<file path="src/rtl/tgt_pkg.sv">
// shared types and constants for the touch gesture tracker
package tgt_pkg;

    localparam int FIELD_W   = 12;
    localparam int CMD_DEPTH = 4;
    localparam int PTR_W     = $clog2(CMD_DEPTH);

    typedef enum logic [2:0] {
        EV_TOUCH_DOWN = 3'd0,
        EV_TOUCH_DRAG = 3'd1,
        EV_TOUCH_UP   = 3'd2,
        EV_PINCH_DOWN = 3'd3,
        EV_PINCH_DRAG = 3'd4,
        EV_PINCH_UP   = 3'd5
    } ev_kind_t;

    // one accepted word that causes one or two events
    typedef struct packed {
        ev_kind_t               kind0;
        logic [FIELD_W-1:0]     a0_x;
        logic [FIELD_W-1:0]     a0_y;
        logic [FIELD_W-1:0]     b0_x;
        logic [FIELD_W-1:0]     b0_y;
        logic                   has1;
        ev_kind_t               kind1;
        logic [FIELD_W-1:0]     a1_x;
        logic [FIELD_W-1:0]     a1_y;
    } tgt_cmd_t;

endpackage

</file>
<file path="src/rtl/tgt_front.sv">
// front end: saturates coordinates, tracks gesture state, builds event commands
module tgt_front
    import tgt_pkg::*;
#(
    parameter int COORD_WIDTH = 12
)
(
    input  logic               clk,
    input  logic               rst_n,
    input  logic               push,
    input  logic               fifo_full,
    input  logic               first_down,
    input  logic               second_down,
    input  logic [FIELD_W-1:0] first_x,
    input  logic [FIELD_W-1:0] first_y,
    input  logic [FIELD_W-1:0] second_x,
    input  logic [FIELD_W-1:0] second_y,
    output logic               fifo_push,
    output tgt_cmd_t           cmd
);

    localparam int CMAX_INT = (COORD_WIDTH >= FIELD_W) ? ((1 << FIELD_W) - 1)
                                                       : ((1 << COORD_WIDTH) - 1);
    localparam logic [FIELD_W-1:0] COORD_MAX = FIELD_W'(CMAX_INT);

    logic               touched_reg, touched_next;
    logic               pinched_reg, pinched_next;
    logic [FIELD_W-1:0] ha_x_reg, ha_x_next;
    logic [FIELD_W-1:0] ha_y_reg, ha_y_next;
    logic [FIELD_W-1:0] hb_x_reg, hb_x_next;
    logic [FIELD_W-1:0] hb_y_reg, hb_y_next;

    logic               accept;
    logic               has0;
    logic [FIELD_W-1:0] ax, ay, bx, by;

    assign accept    = push && !fifo_full;
    assign fifo_push = accept && has0;

    assign ax = (first_x  > COORD_MAX) ? COORD_MAX : first_x;
    assign ay = (first_y  > COORD_MAX) ? COORD_MAX : first_y;
    assign bx = (second_x > COORD_MAX) ? COORD_MAX : second_x;
    assign by = (second_y > COORD_MAX) ? COORD_MAX : second_y;

    always_comb
    begin
        touched_next = touched_reg;
        pinched_next = pinched_reg;
        ha_x_next    = ha_x_reg;
        ha_y_next    = ha_y_reg;
        hb_x_next    = hb_x_reg;
        hb_y_next    = hb_y_reg;
        has0         = 1'b0;
        cmd          = '0;
        cmd.kind0    = EV_TOUCH_DOWN;
        cmd.kind1    = EV_TOUCH_UP;

        if (first_down && second_down)
        begin
            if (!pinched_reg || ax != ha_x_reg || ay != ha_y_reg
                || bx != hb_x_reg || by != hb_y_reg)
            begin
                pinched_next = 1'b1;
                ha_x_next    = ax;
                ha_y_next    = ay;
                hb_x_next    = bx;
                hb_y_next    = by;
                has0         = 1'b1;
                cmd.kind0    = pinched_reg ? EV_PINCH_DRAG : EV_PINCH_DOWN;
                cmd.a0_x     = ax;
                cmd.a0_y     = ay;
                cmd.b0_x     = bx;
                cmd.b0_y     = by;
            end
        end
        else if (first_down)
        begin
            if (pinched_reg)
            begin
                // leaving a pinch keeps the first position, no touch event
                pinched_next = 1'b0;
                hb_x_next    = bx;
                hb_y_next    = by;
                has0         = 1'b1;
                cmd.kind0    = EV_PINCH_UP;
                cmd.a0_x     = ha_x_reg;
                cmd.a0_y     = ha_y_reg;
                cmd.b0_x     = bx;
                cmd.b0_y     = by;
            end
            else if (!touched_reg || ax != ha_x_reg || ay != ha_y_reg)
            begin
                touched_next = 1'b1;
                ha_x_next    = ax;
                ha_y_next    = ay;
                has0         = 1'b1;
                cmd.kind0    = touched_reg ? EV_TOUCH_DRAG : EV_TOUCH_DOWN;
                cmd.a0_x     = ax;
                cmd.a0_y     = ay;
            end
        end
        else
        begin
            pinched_next = 1'b0;
            touched_next = 1'b0;
            if (pinched_reg)
            begin
                hb_x_next = bx;
                hb_y_next = by;
                has0      = 1'b1;
                cmd.kind0 = EV_PINCH_UP;
                cmd.a0_x  = ha_x_reg;
                cmd.a0_y  = ha_y_reg;
                cmd.b0_x  = bx;
                cmd.b0_y  = by;
            end
            if (touched_reg)
            begin
                ha_x_next = ax;
                ha_y_next = ay;
                if (pinched_reg)
                begin
                    // full release out of a pinch: touch up goes second
                    cmd.has1 = 1'b1;
                    cmd.kind1 = EV_TOUCH_UP;
                    cmd.a1_x = ax;
                    cmd.a1_y = ay;
                end
                else
                begin
                    has0      = 1'b1;
                    cmd.kind0 = EV_TOUCH_UP;
                    cmd.a0_x  = ax;
                    cmd.a0_y  = ay;
                end
            end
        end
    end

    always_ff @(posedge clk or negedge rst_n)
    begin
        if (!rst_n)
        begin
            touched_reg <= 1'b0;
            pinched_reg <= 1'b0;
            ha_x_reg    <= '0;
            ha_y_reg    <= '0;
            hb_x_reg    <= '0;
            hb_y_reg    <= '0;
        end
        else if (accept)
        begin
            touched_reg <= touched_next;
            pinched_reg <= pinched_next;
            ha_x_reg    <= ha_x_next;
            ha_y_reg    <= ha_y_next;
            hb_x_reg    <= hb_x_next;
            hb_y_reg    <= hb_y_next;
        end
    end

endmodule

</file>
<file path="src/rtl/tgt_cmd_fifo.sv">
// short command queue between the front end and the event sequencer
module tgt_cmd_fifo
    import tgt_pkg::*;
(
    input  logic     clk,
    input  logic     rst_n,
    input  logic     wr_en,
    input  tgt_cmd_t wr_cmd,
    input  logic     rd_en,
    output tgt_cmd_t rd_cmd,
    output logic     full,
    output logic     empty
);

    tgt_cmd_t         entry_reg [CMD_DEPTH];
    logic [PTR_W-1:0] wr_ptr_reg;
    logic [PTR_W-1:0] rd_ptr_reg;
    logic [PTR_W:0]   count_reg;

    assign full   = (count_reg == (PTR_W+1)'(CMD_DEPTH));
    assign empty  = (count_reg == '0);
    assign rd_cmd = entry_reg[rd_ptr_reg];

    always_ff @(posedge clk)
    begin
        if (wr_en)
        begin
            entry_reg[wr_ptr_reg] <= wr_cmd;
        end
    end

    always_ff @(posedge clk or negedge rst_n)
    begin
        if (!rst_n)
        begin
            wr_ptr_reg <= '0;
            rd_ptr_reg <= '0;
            count_reg  <= '0;
        end
        else
        begin
            if (wr_en)
            begin
                wr_ptr_reg <= wr_ptr_reg + 1'b1;
            end
            if (rd_en)
            begin
                rd_ptr_reg <= rd_ptr_reg + 1'b1;
            end
            if (wr_en && !rd_en)
            begin
                count_reg <= count_reg + 1'b1;
            end
            else if (rd_en && !wr_en)
            begin
                count_reg <= count_reg - 1'b1;
            end
        end
    end

endmodule

</file>
<file path="src/rtl/tgt_back.sv">
// back end: walks the events of the head command onto the result ports
module tgt_back
    import tgt_pkg::*;
(
    input  logic               clk,
    input  logic               rst_n,
    input  tgt_cmd_t           head,
    input  logic               fifo_empty,
    output logic               fifo_pop,
    input  logic               pop,
    output logic               empty,
    output logic [2:0]         event_kind,
    output logic [FIELD_W-1:0] pos_a_x,
    output logic [FIELD_W-1:0] pos_a_y,
    output logic [FIELD_W-1:0] pos_b_x,
    output logic [FIELD_W-1:0] pos_b_y,
    output logic               last_of_run
);

    logic phase_reg;
    logic phase_next;
    logic take;

    assign empty       = fifo_empty;
    assign take        = pop && !fifo_empty;
    assign last_of_run = phase_reg || !head.has1;
    assign fifo_pop    = take && last_of_run;

    // second slot is always a touch event, so its second position reads zero
    assign event_kind = phase_reg ? head.kind1 : head.kind0;
    assign pos_a_x    = phase_reg ? head.a1_x : head.a0_x;
    assign pos_a_y    = phase_reg ? head.a1_y : head.a0_y;
    assign pos_b_x    = phase_reg ? '0 : head.b0_x;
    assign pos_b_y    = phase_reg ? '0 : head.b0_y;

    always_comb
    begin
        phase_next = phase_reg;
        if (take)
        begin
            phase_next = !last_of_run;
        end
    end

    always_ff @(posedge clk or negedge rst_n)
    begin
        if (!rst_n)
        begin
            phase_reg <= 1'b0;
        end
        else
        begin
            phase_reg <= phase_next;
        end
    end

endmodule

</file>
<file path="src/rtl/touch_gesture_tracker_unit.sv">
// top level of the touch gesture tracker
// Each word pushed is one touch-controller interrupt with the down flags and
// coordinates of two contacts; each word popped is one gesture event (touch or
// pinch down, drag, up) with the held positions, last_of_run marking the final
// event of an interrupt. An interrupt is taken whenever full is low, and the
// front end classifies it against the tracked state at once; the commands
// wait in a four-entry command queue, and the back end hands out one event
// word per cycle while pop is high and empty is low, so an interrupt yields
// one or two words (two only on a full release out of a pinch), or none if
// it causes no event. Coordinates above the COORD_WIDTH range saturate.
module touch_gesture_tracker_unit
    import tgt_pkg::*;
#(
    parameter int COORD_WIDTH = 12
)
(
    input  logic               clk,
    input  logic               rst_n,
    input  logic               push,
    output logic               full,
    input  logic               first_down,
    input  logic               second_down,
    input  logic [FIELD_W-1:0] first_x,
    input  logic [FIELD_W-1:0] first_y,
    input  logic [FIELD_W-1:0] second_x,
    input  logic [FIELD_W-1:0] second_y,
    output logic               empty,
    input  logic               pop,
    output logic [2:0]         event_kind,
    output logic [FIELD_W-1:0] pos_a_x,
    output logic [FIELD_W-1:0] pos_a_y,
    output logic [FIELD_W-1:0] pos_b_x,
    output logic [FIELD_W-1:0] pos_b_y,
    output logic               last_of_run
);

    tgt_cmd_t front_cmd;
    tgt_cmd_t head_cmd;
    logic     fifo_push;
    logic     fifo_pop;
    logic     fifo_full;
    logic     fifo_empty;

    assign full = fifo_full;

    tgt_front #(
        .COORD_WIDTH (COORD_WIDTH)
    ) u_front (
        .clk         (clk),
        .rst_n       (rst_n),
        .push        (push),
        .fifo_full   (fifo_full),
        .first_down  (first_down),
        .second_down (second_down),
        .first_x     (first_x),
        .first_y     (first_y),
        .second_x    (second_x),
        .second_y    (second_y),
        .fifo_push   (fifo_push),
        .cmd         (front_cmd)
    );

    tgt_cmd_fifo u_fifo (
        .clk    (clk),
        .rst_n  (rst_n),
        .wr_en  (fifo_push),
        .wr_cmd (front_cmd),
        .rd_en  (fifo_pop),
        .rd_cmd (head_cmd),
        .full   (fifo_full),
        .empty  (fifo_empty)
    );

    tgt_back u_back (
        .clk         (clk),
        .rst_n       (rst_n),
        .head        (head_cmd),
        .fifo_empty  (fifo_empty),
        .fifo_pop    (fifo_pop),
        .pop         (pop),
        .empty       (empty),
        .event_kind  (event_kind),
        .pos_a_x     (pos_a_x),
        .pos_a_y     (pos_a_y),
        .pos_b_x     (pos_b_x),
        .pos_b_y     (pos_b_y),
        .last_of_run (last_of_run)
    );

endmodule

</file>
<file path="config.mk">
export PLATFORM = sky130hd
export DESIGN_NAME = touch_gesture_tracker_unit
export DESIGN_NICKNAME = d
export VERILOG_FILES = /design/src/rtl/tgt_pkg.sv /design/src/rtl/tgt_front.sv /design/src/rtl/tgt_cmd_fifo.sv /design/src/rtl/tgt_back.sv /design/src/rtl/touch_gesture_tracker_unit.sv
export SDC_FILE = /design/constraint.sdc
export NUM_CORES = 1
export LEC_CHECK = 0
export ABC_AREA = 1
export BUFFER_PORTS_ARGS = -buffer_cell sky130_fd_sc_hd__buf_2
export CORE_MARGIN = 2
export CORE_UTILIZATION = 60
export CTS_BUF_LIST = sky130_fd_sc_hd__clkbuf_4
export DETAILED_ROUTE_END_ITERATION = 12
export PLACE_DENSITY_LB_ADDON = 0.08
export SKIP_LAST_GASP = 1
export SYNTH_ARGS = -nofsm -noshare
export SYNTH_HDL_FRONTEND = slang
export SYNTH_SLANG_ARGS = --single-unit
export TNS_END_PERCENT = 30
</file>
<file path="constraint.sdc">
create_clock -name clk -period 8.29 [get_ports clk]
set_clock_uncertainty 0.15 [all_clocks]
set_input_delay 0.829 -clock clk [delete_from_list [all_inputs] [get_ports clk]]
set_output_delay 0.829 -clock clk [all_outputs]
set_load 0.005 [all_outputs]
</file>
; After elaboration in Yosys (flattened, before gate mapping)
; Memories as Yosys holds them, arrays and structs flattened.
; Index checks and enable logic that the tools add are counted.
[totals]
reg_bits = 58
mem_count = 1
ram_bits = 316
wordCells = 119
[memory_table]
columns = name, words, width, read_ports, rd_ports_with_merged_regs, wr, line_no
row1 = u_fifo.entry_reg, 4, 79, 1, 0, 1, tgt_cmd_fifo.sv:15  ; tgt_cmd_t entry_reg [CMD_DEPTH];
[classes]
bitwise_logic = 1
muxes = 59
eq_ne = 10
reduce_logical = 30
n_addsub = 4
order_cmp = 4
[op_table]
columns = cell, count
row1 = 12-bit 2-to-1 mux, 26
row2 = 51-bit 2-to-1 mux, 4
row3 = 28-bit 2-to-1 mux, 4
row4 = 27-bit 2-to-1 mux, 4
row5 = "12-bit > comparator, second input constant", 4
row6 = 12-bit != test, 4
row7 = 24-bit 2-to-1 mux, 1
row8 = 1-bit 2-to-1 mux, 16
row9 = 3-bit 2-to-1 mux, 4
row10 = 1-bit zero test, 8
row11 = 1-bit logical AND, 7
row12 = 1-bit logical OR, 7
row13 = 5-bit AND reduction, 1
row14 = "2-bit by 1-bit adder with 2-bit output, second input constant", 2
row15 = "2-bit != test, second input constant", 2
row16 = 4-bit AND reduction, 1
row17 = 2-bit nonzero test, 2
row18 = "3-bit by 1-bit adder with 3-bit output, second input constant", 1
row19 = "3-bit == test, second input constant", 1
row20 = 3-bit zero test, 1
row21 = "3-bit by 1-bit != test with 1-bit output, second input constant", 1
row22 = "3-bit != test, second input constant", 1
row23 = 3-bit AND reduction, 1
row24 = 3-bit nonzero test, 1
row25 = 4 further kinds, 4

; Longest topological paths before layout
; Gate-level depths: netlist of the first run.
[depth]
word_depth = 14
depth_mapped = 19
ltp_nobuf = 19

; Cells and area by module
; Synthesis of the first run repeated with hierarchy kept, for this count alone.
[unflattened]
hier_cells = 1849
area_unflattened_um2 = 17829.6
[modules_own_cells]
columns = mod, seq_area_each_um2, n_inst, area_each_um2, cells_each
row1 = tgt_cmd_fifo, 9664.3, 1, 12824.8, 969
row2 = tgt_front, 1251.2, 1, 4371.7, 729
row3 = tgt_back, 25.0, 1, 633.1, 151

; Worst setup path before layout of the first run
; No wires, ideal clock.
[synth_timing]
kind = input-to-reg
start = in first_down
end = mem u_fifo.entry_reg[0][0] (netlist bit) (enable)
setup_time_ps = 511
arrival_ps = 4870
path_slack_ps = 2759
required_time_ps = 7629
path_stages = 8
cell_sequence = buf_2 > nand2_1 > inv_1 > nand3_2 > nand2_1 > inv_1 > nand2_1 > nor2_1
[synth_between]
elab_chain_cells = 5
word_cells_on_any_way = 6
cone_classes = 4 x mux / 2 x reduce/logical
[synth_rtl]
columns = item, line_no
row1 = "start, declared", touch_gesture_tracker_unit.sv:21  ; input logic first_down,
row2 = 1-bit 2-to-1 mux / 1-bit logical AND (equally long branches), "tgt_front.sv:76, tgt_front.sv:58"
row3 = 1-bit 2-to-1 mux (*), tgt_front.sv:58  ; if (first_down && second_down)
row4 = 1-bit logical AND (*), tgt_front.sv:38  ; assign fifo_push = accept && has0;
row5 = 1-bit 2-to-1 mux (*), tgt_cmd_fifo.sv:26  ; if (wr_en)
row6 = 1-bit 2-to-1 mux (implied by the code) (*), tgt_cmd_fifo.sv:28  ; entry_reg[wr_ptr_reg] <= wr_cmd;
row7 = "end, declared", tgt_cmd_fifo.sv:15
; Every way passes the cells marked *; elsewhere a longest branch is shown, timed or not.

; Final worst setup path of the first run
[layout_timing]
start = reg u_fifo.rd_ptr_reg[0]
end = out pos_a_x[8]
[layout_between]
elab_chain_cells = 2
[layout_rtl]
columns = item, line_no
row1 = "start, declared", tgt_cmd_fifo.sv:17  ; logic [PTR_W-1:0] rd_ptr_reg;
row2 = "start signal, assigned", tgt_cmd_fifo.sv:48  ; rd_ptr_reg <= rd_ptr_reg + 1'b1;
row3 = memory read 4 x 79 bit, -
row4 = 12-bit 2-to-1 mux, tgt_back.sv:31  ; assign pos_a_x = phase_reg ? head.a1_x : head.a0_x;
row5 = "end, declared", touch_gesture_tracker_unit.sv:30  ; output logic [FIELD_W-1:0] pos_a_x,
; No other way between the ends.

==> out/metrics.cfg, run 1 <==
[run_status]
status = finished, final reports clean

[die]
die_h_um = 168
fp.coreArea_mm2 = 0.0262
pin_count = 108
initial_core_util_pct = 61.3
dieArea_mm2 = 0.0281
rows = 59
die_w_um = 168

[critical_path]
crit_chain = clkinv_2 > buf_4 > o21ai_0 > o22ai_1 > nor2_1 > a31oi_1 > buf_2
cp_top_family = buffers and inverters
worstPathRequired_ns = 7.31
critPathArrivalTime_ns = 4.01
cp_max_fo = 85
cp_slowest_cell = clkinv_2
cpPeakStageDelay_ns = 0.92
critPathLaunchType = register
cp-end-kind = output port
crit_buf_inv = 3
path_class = reg2out

[grt]
antenna_found_initial = 1
grt_start_max_net_pins = 89
grt_overflow = 0
track_usage_pct = 27.9
grt_pass1_wl_um = 60900
grt_pass1_vias = 11300

[placed_design]
place_ws_ns = 3.66
dp_hpwl_um = 22800
portBuffers = 107
place_congestion = 0.959
dp_cells = 1960

[final_layout]
area_delta_synth_final_pct = 11.9
instances_no_fill = 2128
drive_gt1_share_pct = 16.4
finalNetCount = 1776
largest_reg_flops = 304
final_core_util_pct = 68.6

[yosys]
synth_top_family_by_area = simple AND/OR/NAND/NOR gates
synth_area_per_cell_um2 = 10.1
synth_compound_area_share_pct = 10.7
ys_seq_elements = 362
synth.area.mux_share_pct = 0.0701
synth_simple_gate_area_share_pct = 16.8
synth_seq_area_share_pct = 65.8
ys_warn_count = 0
synth_fp_nets = 1654
synthCells = 1594
yosysTopAreaCell = edfxtp_1
synth_top_area_share_pct = 56.8
synth.distinct_cells = 33
synthTopCellsByArea = edfxtp_1, dfrtp_1, nor2_1, nand2_1, o21ai_0
synth_xor_area_share_pct = 0.927
synth_fa_ha_area_share_pct = 0.514
syn_area_mm2 = 0.0161

[sta]
period_needed_ns = 4.99
rsz0062_at_grt = false
tns_ns = 0
finalMaxSlewViolations = 0
setup_viol = 0
fin_ws_ns = 3.30
tightestPinTransition_ns = 1.17
fin_crit_sh_pct = 60.2
maxSlewHeadroom_pct = 21.8
timing_hold_violations_final = 0
max_freq_mhz = 200

[drt]
routed_wirelength_um = 38400
viasPerCell = 5.57
drc = 0
ant_nets = 0
routedWlPerCell_um = 18.0
drt_iter0_drc = 1336
drt_first_pass_iters = 7
vias = 11900

[power_and_ir_drop]
power_frac_comb_pct = 34.4
p_per_area_mw_per_mm2 = 360
p_total_mw = 6.47
p_clk_share_pct = 23.2
p_sw_mw = 2.43
p_leak_nw = 7.32
pwr-share-seq_pct = 42.4
ir_drop_uv = 280
internal_power_mw = 4.04
p_sw_share_pct = 37.5

[cts]
cts_hold_buf = 0
clockBufferDepth = 3
cts_max_level = 3
clkLatencyLatePin_ns = 0.68
cts_buffers = 89
cts_tree = yes
clock-sinks = 362
root_buffer = clkbuf_4
ctsResizeCount = 0
path_clk_slew_ns = 0.07
cts_setup_buffers = 0

[min_path]
hold_path_class = in2async

[job]
max_cap_viol_count = 0

[cell usage after synthesis, drive strengths merged]
master and n:
clkbuf 62, xor2 2, nor3 2, o21a 1, nor2 367, mux2 1, dfrtp 58, o21bai 25
nand2 279, o311ai 1, o22ai 26, edfxtp 304, buf 24, o21ai 205, nand3 8, xnor2 15
or2 1, ha 5, a31oi 24, fa 1, nand4 31, clkinv 2, a21oi 31, inv 119
[final timing paths]
path	slack, ns	cells after the start	from	endpoint
setup reg to reg	3.87	12	u_front.pinched_reg	u_fifo.entry_reg[2][68]
min in group clk	0.25	3	second_y[4]	u_front.hb_y_reg[4]
hold / removal	0.14	2	rst_n	u_front.hb_x_reg[4]
max in group asynchronous	7.20	2	rst_n	u_fifo.rd_ptr_reg[0]
setup / recovery	3.30	7	u_fifo.rd_ptr_reg[0]	pos_a_x[8]
hold reg to reg	0.39	1	u_fifo.count_reg[0]	u_fifo.count_reg[0]
[cells by family (layout without fill, tap and decap cells)]
group,Yosys count,after routing
compound gates,313,313
xor+xnor,17,17
fa+ha+maj,6,6
buf+inv,207,405
flops,362,362
mux,1,1
other cells,0,1
simple gates,688,688
[per-layer routing]
metal	vias to the layer above	global-route usage, %	wire length (µm)
met1	5628	42.9	17200
met3	40	5.91	3550
met2	496	41.0	17100
met4	0	7.49	481
li1	5698	-	-
met5	-	0	0
[final cells by class]
class	instances	area, µm²
well taps	335	419
diodes	1	2.50
clock buffers	142	1070
inverters	121	457
flip-flops and latches	362	10600
multi-input cells	1025	4710
fillers	2060	8230
repair buffers	117	611
clock inverters	25	129
[power groups by stage]
stage	Sequential [mW]	Clock, mW	Combinational (mW)
3_5_place_dp	2.77	0	2.23
6_report	2.74	1.50	2.23
4_1_cts	2.74	1.53	2.24
2_1_floorplan	2.68	0	1.55
5_1_grt	2.78	1.64	2.52
3_3_place_gp	2.76	0	2.18
[layout by cell type, fill, tap and decap left out, drive strengths merged]
master	n
clkinv	26
buf	117
fa	1
diode	1
ha	5
dfrtp	58
nand2	279
nand3	8
xnor2	15
o21ai	205
o311ai	1
a31oi	24
inv	118
o22ai	26
bufinv	1
o21bai	25
or2	1
nor3	2
a21oi	31
nand4	31
mux2	1
edfxtp	304
nor2	367
o21a	1
clkbuf	142
clkinvlp	1
xor2	2
[worst reg2reg max path, cell delays in order (launching register included)]
cell and delay (ns):
dfrtp_1 0.77, inv_2 0.64, a21oi_1 0.08, nand3_1 0.11
nor2_1 0.05, nand2_1 0.08, nor2_2 0.05, nand3_2 0.13
nand2_1 0.06, inv_1 0.10, nand2_1 0.28, nor2_4 0.70
buf_4 0.75
[through the flow]
| step | hold slack (ns) | cell area, µm² |
|---|---|---|
| 2_1_floorplan | 0.342 | 16100 |
| 3_3_place_gp | 0.367 | 16800 |
| 3_5_place_dp | 0.376 | 16800 |
| 4_1_cts | 0.164 | 18000 |
| 5_1_grt | 0.184 | 18000 |
| 6_report | 0.143 | 18000 |
(Power assumes the default switching activity.)
==> run 2: changes to the inputs <==
ABC_AREA = 0   (was 1)
CORE_UTILIZATION = 56   (was 60)
clock period = 4.4 ns   (was 8.29 ns; I/O delays follow)
==> run 2 against run 1 <==
Net effect:
- first-iteration DRC count decreased by 59%
- total power increased by 83%
- register-to-register slack worse by 3.2 ns
- sequential share of layout area increased by 0.61 points
- die area about the same
- global-route usage fell by 5.1 points
- critical path depth is 2 higher
- wire length is 21% lower
- highest routed layer unchanged
- synthesized area fell by 6.8%
==> out/metrics.cfg, run 2 <==
[drt]
viasPerCell = 5.59
drt_iter0_drc = 549
ant_nets = 0
drc = 0
drt_first_pass_iters = 5
routedWlPerCell_um = 21.3
vias = 7981
routed_wirelength_um = 30400

[die]
pin_count = 108
dieArea_mm2 = 0.0281
die_h_um = 168
fp.coreArea_mm2 = 0.0261
rows = 59
die_w_um = 168
initial_core_util_pct = 57.3

[critical_path]
r2r_start = u_front.ha_x_reg[4]
reg2regPathDepth = 7
critPathLaunchType = input port
cp-end-kind = register
reg2reg_setup_slack_ns = 0.70
cp_max_fo = 54
cpPeakStageDelay_ns = 0.87
path_class = in2reg
crit_chain = dlygate4sd3_1 > buf_2 > xor2_1 > nor4_2 > nand4_2 > o32ai_1 > a211oi_1 > and2_4 > buf_4
timing.rr.end = u_fifo.entry_reg[1][18]
critPathArrivalTime_ns = 3.95
cp_slowest_cell = and2_4
worstPathRequired_ns = 4.60

[power_and_ir_drop]
ir_drop_uv = 327
p_total_mw = 11.8
p_leak_nw = 6.50
p_per_area_mw_per_mm2 = 665

[placed_design]
dp_cells = 1204
dp_hpwl_um = 18400
portBuffers = 107
place_congestion = 0.732

[yosys]
yosysTopAreaCell = edfxtp_1
netlist_top_cells_count = edfxtp_1, mux4_2, dfrtp_1, and2_1, xor2_1
synth_fp_nets = 839
synth_edf_count = 304
synth_most_common_cell = edfxtp_1
synthFlopType = edfxtp_1
synth.distinct_cells = 41
synth_top_area_share_pct = 60.9
ys_seq_elements = 362
synthTopCellsByArea = edfxtp_1, mux4_2, dfrtp_1, mux2_2, xor2_1
ys_warn_count = 0
syn_area_mm2 = 0.0150
synth_area_per_cell_um2 = 19.2
synthCells = 779
synth_seq_area_share_pct = 70.6
async_reset_ff_share_pct = 16.0

[final_layout]
instances_no_fill = 1429
final_core_util_pct = 68.1
mostFrequentLayoutCell = edfxtp_1
layout_common_cells = edfxtp_1, clkbuf_4, buf_2, mux4_2, dfrtp_1
area_delta_synth_final_pct = 18.8
finalNetCount = 1078
nFillCells = 1771
largest_reg_flops = 304
drive_gt1_share_pct = 38.8

[grt]
use_met3_pct = 4.92
grt_pass1_vias = 8864
antenna_found_initial = 1
grt_start_max_net_pins = 55
grt_util_met1_pct = 27.9
track_usage_pct = 22.9
grt_pass1_wl_um = 48400
grt_util_met2_pct = 40.7
busiest_layer = met2
grt_overflow = 0

[min_path]
min_to = u_front.touched_reg
hold_depth = 3
hold_path_class = in2reg
min_from = push

[sta]
timing_hold_violations_final = 0
maxSlewHeadroom_pct = 33.8
tns_ns = 0
rsz0062_at_grt = false
finalMaxSlewViolations = 0
fin_crit_sh_pct = 85.2
max_freq_mhz = 267
whs_ns = 0.168
setup_viol = 0
period_needed_ns = 3.75
tightestPinTransition_ns = 0.993

[cts]
cts_max_level = 3
clkLatencyLatePin_ns = 0.69
clockBufferDepth = 3
cts_buffers = 93
root_buffer = clkbuf_4
clock-sinks = 362
cts_tree = yes
path_clk_slew_ns = 0.05

[run_status]
status = finished, final reports clean

[job]
max_cap_viol_count = 0

-- run 2: kinds of logic after synthesis --
family | after synthesis | synth area share (%)
muxes | 150 | 17.0
AOI/OAI and AO/OA | 37 | 1.98
DFF | 362 | 70.6
xor gates and xnor gates | 54 | 3.16
buffers and inverters | 43 | 1.24
and+or+nand+nor | 127 | 5.47
adders and majority gates | 6 | 0.551
-- run 2: cell type report --
class | count | area [µm²] | share of cell area [%]
Clock inverter | 19 | 124 | 0.696
Inverter | 5 | 18.8 | 0.105
Tap cell | 335 | 419 | 2.36
Clock buffer | 151 | 1130 | 6.37
Sequential cell | 362 | 10600 | 59.5
Antenna cell | 1 | 2.50 | 0.0141
Timing Repair Buffer | 182 | 1260 | 7.07
Multi-Input combinational cell | 374 | 4250 | 23.9
-- run 2: through the flow --
stage	cell area, µm²	setup WS (ns)
detailed placement	16000	0.463
finish	17800	0.650
CTS	17800	0.592
global route	17800	0.464
floorplan	15000	0.446
global placement	16000	0.607
-- run 2: worst max path at each step --
| stage | start | slack [ns] | to | cells after the start |
|---|---|---|---|---|
| after CTS | u_fifo.rd_ptr_reg[0] | 0.59 | pos_a_x[5] | 4 |
| after detailed placement | first_y[2] | 0.46 | u_fifo.entry_reg[1][0] | 8 |
| after floorplan | first_y[4] | 0.45 | u_fifo.entry_reg[0][0] | 6 |
| final | first_x[4] | 0.65 | u_fifo.entry_reg[1][18] | 9 |
| after global placement | first_y[2] | 0.61 | u_fifo.entry_reg[1][66] | 8 |
| after global routing | u_fifo.rd_ptr_reg[0] | 0.46 | pos_a_x[6] | 4 |
-- run 2: power breakdown --
group | internal (mW) | total, mW | leakage (nW) | switching [mW]
clock network | 1.66 | 2.94 | 0.755 | 1.28
logic | 1.84 | 3.70 | 2.28 | 1.85
registers | 4.80 | 5.20 | 3.47 | 0.405
total | 8.30 | 11.8 | 6.50 | 3.54
-- run 2: worst max-delay path: cells and delay by family --
kind / cells / cell delay [ns]
xor gates and xnor gates: 1 / 0.31
buffers and inverters: 3 / 1.04
and+or+nand+nor: 3 / 1.15
AOI/OAI and AO/OA: 2 / 0.98
-- run 2: routing by layer --
layer | share of wire [%] | vias up
met4 | 1.6 | 0
met5 | 0 | -
li1 | - | 3635
met3 | 4.5 | 37
met2 | 54 | 200
met1 | 40 | 4109
-- run 2: timing repair --
item | 4_1_cts | 5_1_grt
buffers inserted | 0 | 0
hold buffers | 54 | 0
hold endpoints to repair | 260 | 0
gates resized for setup | 0 | 0
==> run 3: changes to the inputs <==
GPL_TIMING_DRIVEN = 0   (was unset)
REMOVE_ABC_BUFFERS = 1   (was unset)
==> run 3 against run 2 <==
Net effect:
- final area up 0.54%
- combinational power is 2% lower
- sequential share of layout area decreased by 0.31 points
- register-to-register slack improved by 0.17 ns
- first-iteration DRC count down 11%
- hold slack got worse by 0.049 ns
- largest cell class unchanged
- global-route usage fell by 1.1 points
- setup slack improved by 0.19 ns
- total power fell by 0.17%
- final cell count down 0.14%
- count of clock-buffer cells in the layout decreased by 4
- sequential power grew 2%
- highest routed layer unchanged
==> out/metrics.cfg, run 3 (same netlist as run 2, synthesis figures left out) <==
[run_status]
status = finished, final reports clean

[critical_path]
worstPathRequired_ns = 4.83
cp-end-kind = register
cp_max_fo = 7
critPathLaunchType = input port
critPathArrivalTime_ns = 3.99
path_class = in2reg

[drt]
routed_wirelength_um = 29400
drt_iter0_drc = 487
vias = 7994
ant_nets = 0
routedWlPerCell_um = 20.6
drt_first_pass_iters = 4
viasPerCell = 5.60
drc = 0

[cts]
clock-sinks = 362
cts_setup_buffers = 0
cts_buffers = 93
path_clk_slew_ns = 0.06
cts_hold_buf = 54
root_buffer = clkbuf_4
clkLatencyLatePin_ns = 0.70
cts_tree = yes
cts_max_level = 3
ctsResizeCount = 0
clockBufferDepth = 3

[sta]
setup_viol = 0
finalMaxSlewViolations = 0
tns_ns = 0
timing_hold_violations_final = 0
fin_ws_ns = 0.837
rsz0062_at_grt = false
tightestPinTransition_ns = 0.980
maxSlewHeadroom_pct = 34.6
max_freq_mhz = 281
period_needed_ns = 3.56
fin_crit_sh_pct = 81.0

[final_layout]
layout.area.seq_mm2 = 0.0106
nFillCells = 1779
area_delta_synth_final_pct = 19.4
largest_reg_flops = 304
multi_input_area_mm2 = 0.00426
mostFrequentLayoutCell = edfxtp_1
finalNetCount = 1071
layout_common_cells = edfxtp_1, clkbuf_4, buf_2, mux4_2, dfrtp_1
drive_gt1_share_pct = 38.2

[min_path]
hold_path_class = in2reg

[power_and_ir_drop]
ir_drop_uv = 347
p_per_area_mw_per_mm2 = 661
p_leak_nw = 6.50

[die]
die_h_um = 168
pin_count = 108
dieArea_mm2 = 0.0281
fp.coreArea_mm2 = 0.0261
initial_core_util_pct = 57.3
die_w_um = 168
rows = 59

[grt]
grt_util_met2_pct = 38.4
antenna_found_initial = 2
grt_start_max_net_pins = 59
busiest_layer = met2
grt_pass1_vias = 8817
grt_util_met1_pct = 26.4
grt_pass1_wl_um = 46300
use_met3_pct = 4.92
grt_overflow = 0
track_usage_pct = 21.8

[placed_design]
dp_hpwl_um = 17000
portBuffers = 107
place_ws_ns = 0.675
place_congestion = 0.779

[job]
max_cap_viol_count = 0

==> run 3: cell types whose count changed in the layout (fill, tap and decap cells not counted), moves of 4 or more <==
cell / delta
clkinv_1: +7
buf_16: +6
buf_4: -18
clkbuf_4: -4
buf_6: +4
==> run 3: metrics by stage <==
step                      util (%)  std cells  power (mW)  instance area [µm²]  hold WS (ns)
final                         68.5       1427        11.8                17900         0.119
after global routing          68.5       1426        12.5                17900         0.103
after CTS                     68.4       1425        12.0                17900        0.0675
after detailed placement      61.6       1197        9.07                16100         0.336
after global placement        60.3       1183        9.03                15800         0.322
after floorplan                  -        741        7.74                14800      -0.00559
==> run 3: power breakdown <==
group	leakage (nW)	switching (mW)	internal [mW]
Combinational	2.29	1.71	1.92
Clock	0.734	1.29	1.58
Sequential	3.47	0.528	4.80
Total	6.50	3.52	8.30
==> run 3: worst max-delay path, stage by stage <==
cell	delay, ns
dlygate4sd3_1	0.54
buf_2	0.15
xor2_1	0.16
nor4_1	0.49
nand2_1	0.26
o32ai_1	0.56
a211oi_1	0.32
ha_1	0.31
inv_1	0.09
fa_1	0.39
mux2_2	0.27
==> run 3: layout make-up <==
cell class                 count  area share, %
inverter                       5          0.105
timing repair buffer         175           7.59
tap                          335           2.34
antenna                        2         0.0280
clock inverter                27          0.783
clock buffer                 147           6.17
sequential                   362           59.2
multi-input combinational    374           23.8
==> run 3: worst paths after layout <==
kind	startpoint	endpoint	slack, ns	cells after the start
hold / removal	push	u_front.touched_reg	0.12	3
hold reg to reg	u_fifo.count_reg[2]	u_fifo.count_reg[2]	0.35	1
min in group asynchronous	rst_n	u_front.hb_y_reg[0]	0.22	2
setup reg to reg	u_front.ha_x_reg[8]	u_fifo.count_reg[1]	0.87	9
setup / recovery	first_y[9]	u_fifo.count_reg[1]	0.84	11
max in group asynchronous	rst_n	u_fifo.rd_ptr_reg[1]	3.22	2
==> run 3: per-layer routing <==
layer  up-vias  wire (µm)
met4         0        451
met5         -          0
li1       3644          -
met3        39       1620
met1      4087      11800
met2       224      15500
